File: src/rtl/mcpg_pkg.sv
// ----------------------------------------------------------------------------
// mcpg_pkg
// Types and constants shared by the midpoint circle pixel generator.
// ----------------------------------------------------------------------------
package mcpg_pkg;

  // Widest radius supported, the default, and the widest offset register.
  localparam int MAX_RADIUS_BITS = 13;
  localparam int RADIUS_BITS_DEF = 12;
  localparam int SNAP_OFS_W      = MAX_RADIUS_BITS + 1;

  localparam int COORD_W  = 16;
  localparam int COLOUR_W = 16;
  localparam int SCREEN_W = 13;
  localparam int RAD_IN_W = 12;

  localparam int POINTS_PER_STEP = 8;
  localparam int IDX_W           = $clog2(POINTS_PER_STEP);
  localparam logic [IDX_W-1:0] LAST_IDX = IDX_W'(POINTS_PER_STEP - 1);

  // Decision variable constants.
  localparam logic [15:0] DEC_INIT   = 16'd3;
  localparam logic [15:0] DEC_INC_X  = 16'd6;
  localparam logic [15:0] DEC_INC_XY = 16'd10;

  // Operation codes.
  localparam logic OP_START = 1'b0;
  localparam logic OP_STEP  = 1'b1;

  // Configuration port.
  localparam int CFG_ADDR_W = 3;
  localparam int CFG_DATA_W = 32;
  localparam int CFG_IDX_LSB = 2;
  localparam logic REG_SCREEN_WIDTH  = 1'b0;
  localparam logic REG_SCREEN_HEIGHT = 1'b1;
  localparam logic [SCREEN_W-1:0] SCREEN_WIDTH_RST  = 13'd240;
  localparam logic [SCREEN_W-1:0] SCREEN_HEIGHT_RST = 13'd320;

  typedef struct packed {
    logic                       operation;
    logic signed [COORD_W-1:0]  centre_x;
    logic signed [COORD_W-1:0]  centre_y;
    logic [RAD_IN_W-1:0]        radius;
    logic [COLOUR_W-1:0]        pixel_colour;
  } in_item_t;

  typedef struct packed {
    logic signed [COORD_W-1:0]  point_x;
    logic signed [COORD_W-1:0]  point_y;
    logic [COLOUR_W-1:0]        point_colour;
    logic                       on_screen;
    logic                       last_of_step;
    logic                       circle_done;
  } point_t;

  // One step's worth of work handed from the circle state to the emitter.
  typedef struct packed {
    logic signed [SNAP_OFS_W-1:0] x;
    logic signed [SNAP_OFS_W-1:0] y;
    logic [COORD_W-1:0]           centre_x;
    logic [COORD_W-1:0]           centre_y;
    logic [COLOUR_W-1:0]          colour;
    logic                         done;
  } snap_t;

endpackage

File: src/rtl/mcpg_cfg_regs.sv
// ----------------------------------------------------------------------------
// mcpg_cfg_regs
// APB-style register file holding the screen size.
// ----------------------------------------------------------------------------
module mcpg_cfg_regs (
  input  logic                                 clk,
  input  logic                                 rst,
  input  logic                                 psel,
  input  logic                                 penable,
  input  logic                                 pwrite,
  input  logic [mcpg_pkg::CFG_ADDR_W-1:0]      paddr,
  input  logic [mcpg_pkg::CFG_DATA_W-1:0]      pwdata,
  output logic [mcpg_pkg::CFG_DATA_W-1:0]      prdata,
  output logic                                 pready,
  output logic [mcpg_pkg::SCREEN_W-1:0]        screen_width,
  output logic [mcpg_pkg::SCREEN_W-1:0]        screen_height
);

  logic wr_en;
  logic reg_idx;

  assign pready  = 1'b1;
  assign wr_en   = psel & penable & pwrite;
  assign reg_idx = paddr[mcpg_pkg::CFG_IDX_LSB];

  always_ff @(posedge clk) begin
    if (rst) begin
      screen_width  <= mcpg_pkg::SCREEN_WIDTH_RST;
      screen_height <= mcpg_pkg::SCREEN_HEIGHT_RST;
    end else if (wr_en) begin
      case (reg_idx)
        mcpg_pkg::REG_SCREEN_WIDTH:  screen_width  <= pwdata[mcpg_pkg::SCREEN_W-1:0];
        mcpg_pkg::REG_SCREEN_HEIGHT: screen_height <= pwdata[mcpg_pkg::SCREEN_W-1:0];
        default: ;
      endcase
    end
  end

  always_comb begin
    case (reg_idx)
      mcpg_pkg::REG_SCREEN_WIDTH:  prdata = mcpg_pkg::CFG_DATA_W'(screen_width);
      mcpg_pkg::REG_SCREEN_HEIGHT: prdata = mcpg_pkg::CFG_DATA_W'(screen_height);
      default:                     prdata = '0;
    endcase
  end

endmodule

File: src/rtl/mcpg_circle.sv
// ----------------------------------------------------------------------------
// mcpg_circle
// Circle state: centre, colour, offsets and midpoint decision variable.
// ----------------------------------------------------------------------------
module mcpg_circle #(
  parameter int RADIUS_BITS = mcpg_pkg::RADIUS_BITS_DEF
) (
  input  logic               clk,
  input  logic               rst,
  input  logic               accept,
  input  mcpg_pkg::in_item_t item,
  output logic               snap_load,
  output mcpg_pkg::snap_t    snap
);

  localparam int OFS_W = RADIUS_BITS + 1;

  logic                    active;
  logic signed [OFS_W-1:0] offset_x;
  logic signed [OFS_W-1:0] offset_y;
  logic [15:0]             decision;
  logic [15:0]             held_centre_x;
  logic [15:0]             held_centre_y;
  logic [15:0]             held_colour;

  logic [mcpg_pkg::MAX_RADIUS_BITS-1:0] rad_wide;
  logic [OFS_W-1:0]        r_ofs;
  logic [15:0]             dec_start;
  logic [15:0]             x16;
  logic [15:0]             y16;
  logic [15:0]             decision_next;
  logic signed [OFS_W-1:0] offset_x_next;
  logic signed [OFS_W-1:0] offset_y_next;
  logic                    done;
  logic                    is_start;

  assign is_start = (item.operation == mcpg_pkg::OP_START);

  // Keep only the low RADIUS_BITS of the radius.
  assign rad_wide  = mcpg_pkg::MAX_RADIUS_BITS'(item.radius);
  assign r_ofs     = {1'b0, rad_wide[RADIUS_BITS-1:0]};
  assign dec_start = mcpg_pkg::DEC_INIT - (16'(r_ofs) << 1);

  assign x16 = 16'(offset_x);
  assign y16 = 16'(offset_y);

  always_comb begin
    offset_x_next = offset_x + OFS_W'(1);
    if (decision[15]) begin
      decision_next = decision + (x16 << 2) + mcpg_pkg::DEC_INC_X;
      offset_y_next = offset_y;
    end else begin
      decision_next = decision + ((x16 - y16) << 2) + mcpg_pkg::DEC_INC_XY;
      offset_y_next = offset_y - OFS_W'(1);
    end
  end

  assign done      = (offset_x_next > offset_y_next);
  assign snap_load = accept && !is_start && active;

  assign snap.x        = mcpg_pkg::SNAP_OFS_W'(offset_x);
  assign snap.y        = mcpg_pkg::SNAP_OFS_W'(offset_y);
  assign snap.centre_x = held_centre_x;
  assign snap.centre_y = held_centre_y;
  assign snap.colour   = held_colour;
  assign snap.done     = done;

  always_ff @(posedge clk) begin
    if (rst) begin
      active        <= 1'b0;
      offset_x      <= '0;
      offset_y      <= '0;
      decision      <= '0;
      held_centre_x <= '0;
      held_centre_y <= '0;
      held_colour   <= '0;
    end else if (accept && is_start) begin
      active        <= 1'b1;
      offset_x      <= '0;
      offset_y      <= signed'(r_ofs);
      decision      <= dec_start;
      held_centre_x <= item.centre_x;
      held_centre_y <= item.centre_y;
      held_colour   <= item.pixel_colour;
    end else if (snap_load) begin
      active   <= !done;
      offset_x <= offset_x_next;
      offset_y <= offset_y_next;
      decision <= decision_next;
    end
  end

endmodule

File: src/rtl/mcpg_emitter.sv
// ----------------------------------------------------------------------------
// mcpg_emitter
// Step register and point output register; sends eight points per step.
// ----------------------------------------------------------------------------
module mcpg_emitter (
  input  logic                          clk,
  input  logic                          rst,
  input  logic                          load,
  input  mcpg_pkg::snap_t               snap,
  input  logic [mcpg_pkg::SCREEN_W-1:0] screen_width,
  input  logic [mcpg_pkg::SCREEN_W-1:0] screen_height,
  output logic                          take,
  output logic                          point_valid,
  input  logic                          point_ready,
  output mcpg_pkg::point_t              point
);

  logic                           busy;
  logic [mcpg_pkg::IDX_W-1:0]     idx;
  mcpg_pkg::snap_t                step;

  logic                                 advance;
  logic                                 at_last;
  logic signed [mcpg_pkg::SNAP_OFS_W-1:0] a;
  logic signed [mcpg_pkg::SNAP_OFS_W-1:0] b;
  logic signed [mcpg_pkg::SNAP_OFS_W-1:0] da;
  logic signed [mcpg_pkg::SNAP_OFS_W-1:0] db;
  mcpg_pkg::point_t                     point_next;

  assign advance = busy && (!point_valid || point_ready);
  assign at_last = (idx == mcpg_pkg::LAST_IDX);
  assign take    = !busy || (advance && at_last);

  // Point order: swap on the upper half, negate by the two low index bits.
  always_comb begin
    a  = idx[2] ? step.y : step.x;
    b  = idx[2] ? step.x : step.y;
    da = idx[0] ? -a : a;
    db = idx[1] ? -b : b;
    point_next.point_x      = step.centre_x + 16'(da);
    point_next.point_y      = step.centre_y + 16'(db);
    point_next.point_colour = step.colour;
    point_next.on_screen    = (point_next.point_x < {3'b000, screen_width}) &&
                              (point_next.point_y < {3'b000, screen_height});
    point_next.last_of_step = at_last;
    point_next.circle_done  = at_last && step.done;
  end

  always_ff @(posedge clk) begin
    if (rst) begin
      busy <= 1'b0;
      idx  <= '0;
    end else if (load) begin
      busy <= 1'b1;
      idx  <= '0;
    end else if (advance) begin
      busy <= !at_last;
      idx  <= idx + 1'b1;
    end
  end

  always_ff @(posedge clk) begin
    if (load) begin
      step <= snap;
    end
  end

  always_ff @(posedge clk) begin
    if (rst) begin
      point_valid <= 1'b0;
    end else if (advance) begin
      point_valid <= 1'b1;
    end else if (point_ready) begin
      point_valid <= 1'b0;
    end
  end

  always_ff @(posedge clk) begin
    if (advance) begin
      point <= point_next;
    end
  end

endmodule

File: src/rtl/midpoint_circle_pixel_generator_unit.sv
// ----------------------------------------------------------------------------
// midpoint_circle_pixel_generator_unit
// Outline circle rasterizer using the integer midpoint decision variable.
// ----------------------------------------------------------------------------
// Usage:
//   item channel (item_valid/item_ready/item): a start transfer latches centre,
//   radius and colour and sends nothing; a step transfer sends the eight
//   symmetric points of the current offsets on the point channel and advances
//   the circle. A step with no circle active sends nothing.
//   point channel (point_valid/point_ready/point): one point per transfer, with
//   on_screen, last_of_step on the eighth, and circle_done when the circle ends.
//   Screen size is set over the APB-style port (width at 0x0, height at 0x4).
// Step flow:
//   A step transfer loads the step register; its points then leave one per
//   cycle through the single point register while point_ready is high.
//   The next step is taken in the cycle its predecessor's eighth point is
//   loaded, so steps stream back to back with no gap between them.
// Reset:
//   clears the circle (no circle active), empties the point register and sets
//   the screen to 240 x 320.
// Stall:
//   while point_ready is low the point register holds, the emitter waits and
//   item_ready stays low once the current step is in progress.
// ----------------------------------------------------------------------------
module midpoint_circle_pixel_generator_unit #(
  parameter int RADIUS_BITS = mcpg_pkg::RADIUS_BITS_DEF
) (
  input  logic                             clk,
  input  logic                             rst,
  // Item channel
  input  logic                             item_valid,
  output logic                             item_ready,
  input  mcpg_pkg::in_item_t               item,
  // Point channel
  output logic                             point_valid,
  input  logic                             point_ready,
  output mcpg_pkg::point_t                 point,
  // Configuration port
  input  logic                             psel,
  input  logic                             penable,
  input  logic                             pwrite,
  input  logic [mcpg_pkg::CFG_ADDR_W-1:0]  paddr,
  input  logic [mcpg_pkg::CFG_DATA_W-1:0]  pwdata,
  output logic [mcpg_pkg::CFG_DATA_W-1:0]  prdata,
  output logic                             pready
);

  logic                          item_accept;
  logic                          snap_load;
  mcpg_pkg::snap_t               snap;
  logic [mcpg_pkg::SCREEN_W-1:0] screen_width;
  logic [mcpg_pkg::SCREEN_W-1:0] screen_height;

  // Transfer on the item channel.
  assign item_accept = item_valid && item_ready;

  mcpg_cfg_regs u_cfg_regs (
    .clk           (clk),
    .rst           (rst),
    .psel          (psel),
    .penable       (penable),
    .pwrite        (pwrite),
    .paddr         (paddr),
    .pwdata        (pwdata),
    .prdata        (prdata),
    .pready        (pready),
    .screen_width  (screen_width),
    .screen_height (screen_height)
  );

  // Circle state advances at the step transfer and hands the pre-step
  // offsets to the emitter in the same edge.
  mcpg_circle #(
    .RADIUS_BITS (RADIUS_BITS)
  ) u_circle (
    .clk       (clk),
    .rst       (rst),
    .accept    (item_accept),
    .item      (item),
    .snap_load (snap_load),
    .snap      (snap)
  );

  // Emitter drives item_ready: free, or finishing its eighth point now.
  mcpg_emitter u_emitter (
    .clk           (clk),
    .rst           (rst),
    .load          (snap_load),
    .snap          (snap),
    .screen_width  (screen_width),
    .screen_height (screen_height),
    .take          (item_ready),
    .point_valid   (point_valid),
    .point_ready   (point_ready),
    .point         (point)
  );

endmodule

File: config.mk
export PLATFORM = sky130hd
export DESIGN_NAME = midpoint_circle_pixel_generator_unit
export DESIGN_NICKNAME = d
export VERILOG_FILES = /design/src/rtl/mcpg_pkg.sv /design/src/rtl/mcpg_cfg_regs.sv /design/src/rtl/mcpg_circle.sv /design/src/rtl/mcpg_emitter.sv /design/src/rtl/midpoint_circle_pixel_generator_unit.sv
export SDC_FILE = /design/constraint.sdc
export NUM_CORES = 1
export LEC_CHECK = 0
export ABC_CLOCK_PERIOD_IN_PS = 4940
export BUFFER_PORTS_ARGS = -buffer_cell sky130_fd_sc_hd__buf_2
export CORE_MARGIN = 8
export CORE_UTILIZATION = 40
export CTS_BUF_LIST = sky130_fd_sc_hd__clkbuf_4 sky130_fd_sc_hd__clkbuf_8
export CTS_CLUSTER_DIAMETER = 100
export DETAILED_ROUTE_END_ITERATION = 8
export GPL_TIMING_DRIVEN = 0
export HOLD_SLACK_MARGIN = 0.03
export PLACE_DENSITY_LB_ADDON = 0.2
export RECOVER_POWER = 25
export SLEW_MARGIN = 40
export SYNTH_ARGS = -nofsm -noshare
export SYNTH_HDL_FRONTEND = slang
export SYNTH_HIERARCHICAL = 1
export SYNTH_SLANG_ARGS = --single-unit
File: constraint.sdc
create_clock -name clk -period 4.94 [get_ports clk]
set_input_delay 0.247 -clock clk [delete_from_list [all_inputs] [get_ports clk]]
set_output_delay 0.247 -clock clk [all_outputs]
set_load 0.02 [all_outputs]
Word level (Yosys, flattened, before mapping)
Index checks and enable logic that the tools add are counted.
{ "word_totals": {"reg_bits": 248, "in_bits": 103, "output_inout_bits": 86, "elab_cells": 84} }
{ "classes": {"addsub": 13, "n_lt_le_gt_ge": 3, "eq_ne": 1, "muxes": 17, "bitwise_logic": 4, "reduce_logical": 21} }
{ "op_table": {"columns": ["op", "n"], "rows": [
  ["16-bit adder", 4],
  ["32-bit case mux with 2 select lines", 1],
  ["14-bit two-way mux", 4],
  ["16-bit two-way mux", 3],
  ["16-bit by 13-bit < comparator with 1-bit output", 2],
  ["14-bit negator", 2],
  ["12-bit two-way mux", 2],
  ["16-bit by 3-bit adder with 16-bit output, second input constant", 1],
  ["16-bit by 4-bit adder with 16-bit output, second input constant", 1],
  ["13-bit by 13-bit subtractor with 14-bit output", 1],
  ["2-bit by 13-bit subtractor with 14-bit output, first input constant", 1],
  ["13-bit by 2-bit adder with 13-bit output, second input constant", 1],
  ["13-bit greater-than comparator", 1],
  ["13-bit two-way mux", 1],
  ["13-bit by 2-bit subtractor with 13-bit output, second input constant", 1],
  ["1-bit logical AND", 8],
  ["1-bit two-way mux", 6],
  ["2-bit nonzero test", 3],
  ["1-bit zero test", 4],
  ["2-bit AND reduction", 2],
  ["2-bit OR reduction", 2],
  ["3-bit by 1-bit adder with 3-bit output, second input constant", 1],
  ["3-bit equality test, second input constant", 1],
  ["1-bit AND", 2],
  ["other kinds (2)", 4]
]} }

Depth between registers and ports, before layout
{ "depth": {"ltp_word": 10, "ltp_mapped": 23, "ltp_nobuf": 20} }

By module
Netlist, hierarchy kept.
{ "modules_own_cells": {"columns": ["module", "n_inst", "cells_per_inst", "area_each_um2"], "rows": [
  ["mcpg_emitter", 1, 597, 7258.2],
  ["mcpg_circle", 1, 850, 6635.1],
  ["mcpg_cfg_regs", 1, 142, 1418.9],
  ["midpoint_circle_pixel_generator_unit", 1, 1, 6.3]
]} }

Least setup slack after synthesis
No wires, ideal clock.
{ "synth_path": {"path_type": "reg2reg", "startpoint": "register u_emitter/idx[2] (netlist name)", "endpoint": "register u_emitter/point[2] (netlist name)", "arrival_ns": 5.176, "required_time_ns": 4.770, "setup_slack_ns": -0.406, "stages_incl_launch_ff": 22, "cell_sequence": "dfxtp_1 buf_2 buf_1 clkbuf_1 buf_1 mux2i_1 ha_1 o211ai_1 o21ai_0 xor2_1 ha_1 nand3_1 a311oi_1 nor3_1 o21bai_1 xor2_1 ha_1 a211oi_1 o211ai_1 a21oi_1 or4b_2 nor4_2"} }
{ "synth_lines": {"columns": ["item", "line", "rtl"], "rows": [
  ["from (decl)", "mcpg_emitter.sv:19", "logic [mcpg_pkg::IDX_W-1:0] idx;"],
  ["from (signal assigned)", "mcpg_emitter.sv:58", "idx <= idx + 1'b1;"]
]} }

==> results.sh <==
export IMPL_status="finished clean"
export IMPL_r2r_cells=21
export IMPL_synth_compound_area_frac=0.137
export IMPL_r2r_start="u_emitter/idx[2]"
export IMPL_synth_most_common_cell="nand2_1"
export IMPL_hold_depth=4
export IMPL_cap_violations=0
export IMPL_placed_cell_area_um2=16800
export IMPL_vias=12700
export IMPL_setup_viol=0
export IMPL_async_reset_ff_frac=0
export IMPL_syn_instance_count=1590
export IMPL_worstPathArrival_ns=5.05
export IMPL_grt_pass1_vias=12900
export IMPL_slew_headroom=0.299
export IMPL_grt_usage=0.192
export IMPL_finalWorstSetupSlack_ns=0.267
export IMPL_total_leakage_power_uw=0.00771
export IMPL_cts_sinks=249
export IMPL_fmax_ghz=0.214
export IMPL_cp_startpoint="u_emitter/idx[2]"
export IMPL_synthMuxAreaShare=0.0506
export IMPL_area_growth_pct=22.7
export IMPL_setup_tns_ns=0
export IMPL_dr_pass1_iters=5
export IMPL_worstMarginPinSlew_ns=1.05
export IMPL_synth_top_area_share=0.251
export IMPL_drcViolationCount=0
export IMPL_synth_edf_count=128
export IMPL_io_pins=189
export IMPL_ys_ff_latch=249
export IMPL_p_per_area_nw_per_um2=341
export IMPL_total_power_uw=6410
export IMPL_end_kind="register"
export IMPL_synthTopCellsByCount="nand2_1, ha_1, a21oi_1"
export IMPL_post_drt_wl_per_cell_um=18.1
export IMPL_ys_warn_count=6
export IMPL_grt_overflow=0
export IMPL_period_share=0.946
export IMPL_cts_tree="built"
export IMPL_max_stage_delay_ns=0.49
export IMPL_place_congestion=0.932
export IMPL_worstPathCellList="buf_12 -> clkbuf_8 -> buf_12 -> mux2i_4 -> ha_4 -> o211ai_1 -> nand2_1 -> xor2_2 -> ha_1 -> nand2_1 -> a211oi_1 -> nor2_1 -> o21ai_0 -> xor2_1 -> ha_1 -> a21o_1 -> a21oi_1 -> o211ai_1 -> a21oi_2 -> or4b_4 -> nor4_2"
export IMPL_finalMaxSlewViolations=0
export IMPL_hold_viol_final=0
export IMPL_criticalPathCategory="register to register"
export IMPL_die_area_um2=44800
export IMPL_fillCellCount=3560
export IMPL_drt_total_wl_um=44100
export IMPL_place_ws_ns=-1.27
export IMPL_vias_per_cell=5.22
export IMPL_synthTopCellsByArea="edfxtp_1, dfxtp_1, ha_1, nand2_1, a21oi_1"
export IMPL_ys_types=83
export IMPL_clk_pin_slew_ns=0.06
export IMPL_grt_pass1_wl_um=68500
export IMPL_portBuffers=146
export IMPL_period_minus_slack_ns=4.67
export IMPL_synth_cell_area_um2=15300
export IMPL_worstPathRequired_ns=5.31
export IMPL_final_core_util=0.499
export IMPL_clock_latency_ns=0.57
export IMPL_cp_max_fo=10
export IMPL_vdd_drop_max_mv=0.202
export IMPL_drt_iter0_drc=638
export IMPL_fin_area_um2=18800
export IMPL_num_rows=71
export IMPL_hp_start="item[22]"
export IMPL_clock_path_buffers=3
export IMPL_die_w_um=212
export IMPL_hold_class="input pin to register"
export IMPL_htreeDepth=2
export IMPL_numCtsBuffers=45
export IMPL_cts_root_buf="clkbuf_8"
export IMPL_synthFlopType="edfxtp_1"
export IMPL_final_nets=2142
export IMPL_synth_xor_area_share=0.0675
export IMPL_die_h_um=212
export IMPL_synth_seq_area_share=0.409
export IMPL_fin_skew_ns=0.0292
export IMPL_coreArea_um2=37700
export IMPL_dp_hpwl_um=33500
export IMPL_yosys_area_share_simple=0.163
export IMPL_grt_antenna_before_repair=0
export IMPL_synth_top_family_by_area="simple AND/OR/NAND/NOR gates"
export IMPL_crit_path_start_kind="register"
export IMPL_cp_slowest_cell="or4b_4"
export IMPL_ant_nets=0
export IMPL_synth_top_area_cell="edfxtp_1"
export IMPL_start_util=0.407
export IMPL_drive_above_1_share=0.192
export IMPL_grt_max_degree=54
export IMPL_synth_fa_ha_area_frac=0.125
export IMPL_synth_area_per_cell_um2=9.63
## state kept, by name, summed over array words and instances, names as in the netlist
name                      flops
u_emitter/point_valid         1
u_emitter/point_next         16
u_emitter/step               61
u_circle/active               1
u_circle/held_colour         16
u_emitter/idx                 3
u_cfg_regs/screen_width      13
u_circle/offset_x            13
u_cfg_regs/screen_height     13
u_emitter/point              51
u_circle/offset_y            13
u_circle/held_centre_x       16
u_circle/held_centre_y       16
u_circle/decision            15
u_emitter/busy                1
## routing by layer
| metal | vias to the layer above | wire [um] | share of wire | track usage |
|---|---|---|---|---|
| met1 | 6046 | 18800 | 0.43 | 0.230 |
| met4 | 0 | 1480 | 0.033 | 0.0764 |
| met3 | 86 | 2160 | 0.049 | 0.0319 |
| met2 | 335 | 21600 | 0.49 | 0.339 |
| met5 | - | 0 | 0 | 0 |
| li1 | 6264 | - | - | - |
## final timing paths
kind | to | slack (ns)
max | u_emitter/point[2] | 0.27
min | u_circle/decision[7] | 0.08
max reg2reg | u_emitter/point[2] | 0.27
min reg2reg | u_emitter/point[13] | 0.42
## where the power goes
group,switching (uW),internal [uW]
logic,1110,799
clock network,874,1190
registers,98.0,2340
## cells by family (layout without fill, tap and decap cells)
kind of cell               Yosys count  after routing
and+or+nand+nor                    503            503
AOI/OAI and AO/OA                  335            335
DFF                                249            249
buffers and inverters              158            475
adders and majority gates          150            150
xor gates and xnor gates           118            118
muxes                               75             75
other                                2             21
## timing repair
item,in CTS,in global routing
pin swaps,8,13
hold endpoints to repair,79,0
resized for setup,37,13
setup buffers,13,8
hold buffers,66,0
setup endpoints to repair,2,1
## through the flow
step,instances,hold WS (ns)
after floorplan,1608,0.316
after global placement,2265,0.403
after detailed placement,2267,0.405
after CTS,2428,0.0324
after global routing,2436,0.0664
final,2437,0.0792
## final cells by class
type | count | area [um2] | share of cell area
Inverter | 79 | 299 | 0.0159
Clock inverter | 7 | 70.1 | 0.00373
Timing Repair Buffer | 235 | 1590 | 0.0845
Buffer | 78 | 473 | 0.0252
Tap cell | 511 | 639 | 0.0340
Clock buffer | 76 | 890 | 0.0473
Antenna cell | 1 | 2.50 | 0.000133
Multi-Input combinational cell | 1201 | 8570 | 0.456
Sequential cell | 249 | 6270 | 0.334
## worst max-delay path, delay by kind of cell, from the launching register on
family / cells / cell delay (ns)
and+or+nand+nor: 5 / 0.97
buffers and inverters: 3 / 0.43
muxes: 1 / 0.20
AOI/OAI and AO/OA: 7 / 1.31
DFF: 1 / 0.37
xor gates and xnor gates: 2 / 0.41
adders and majority gates: 3 / 0.77
## placed cells by master, fill, tap and decap left out, types with 6 or more instances in the layout
master,n
clkbuf_4,26
a2111oi_0,6
and3_1,7
o21a_1,11
and2_1,7
or3_1,10
a31oi_1,6
xnor2_1,64
buf_2,149
nor3_1,37
mux2_2,19
o22ai_1,9
o211ai_1,11
edfxtp_1,128
mux2i_1,54
clkbuf_8,52
inv_1,77
nor4_1,9
a211oi_1,20
nor2b_1,19
clkbuf_1,38
dlygate4sd3_1,66
a21oi_1,127
nand3_1,27
buf_4,47
conb_1,20
a21o_1,21
nor2_1,104
o21ai_0,57
dfxtp_1,120
nand4_1,7
nor3b_1,7
ha_1,140
nand2_1,188
xor2_1,49
nand2b_1,43
No activity file was read; power rests on OpenSTA's default activity.
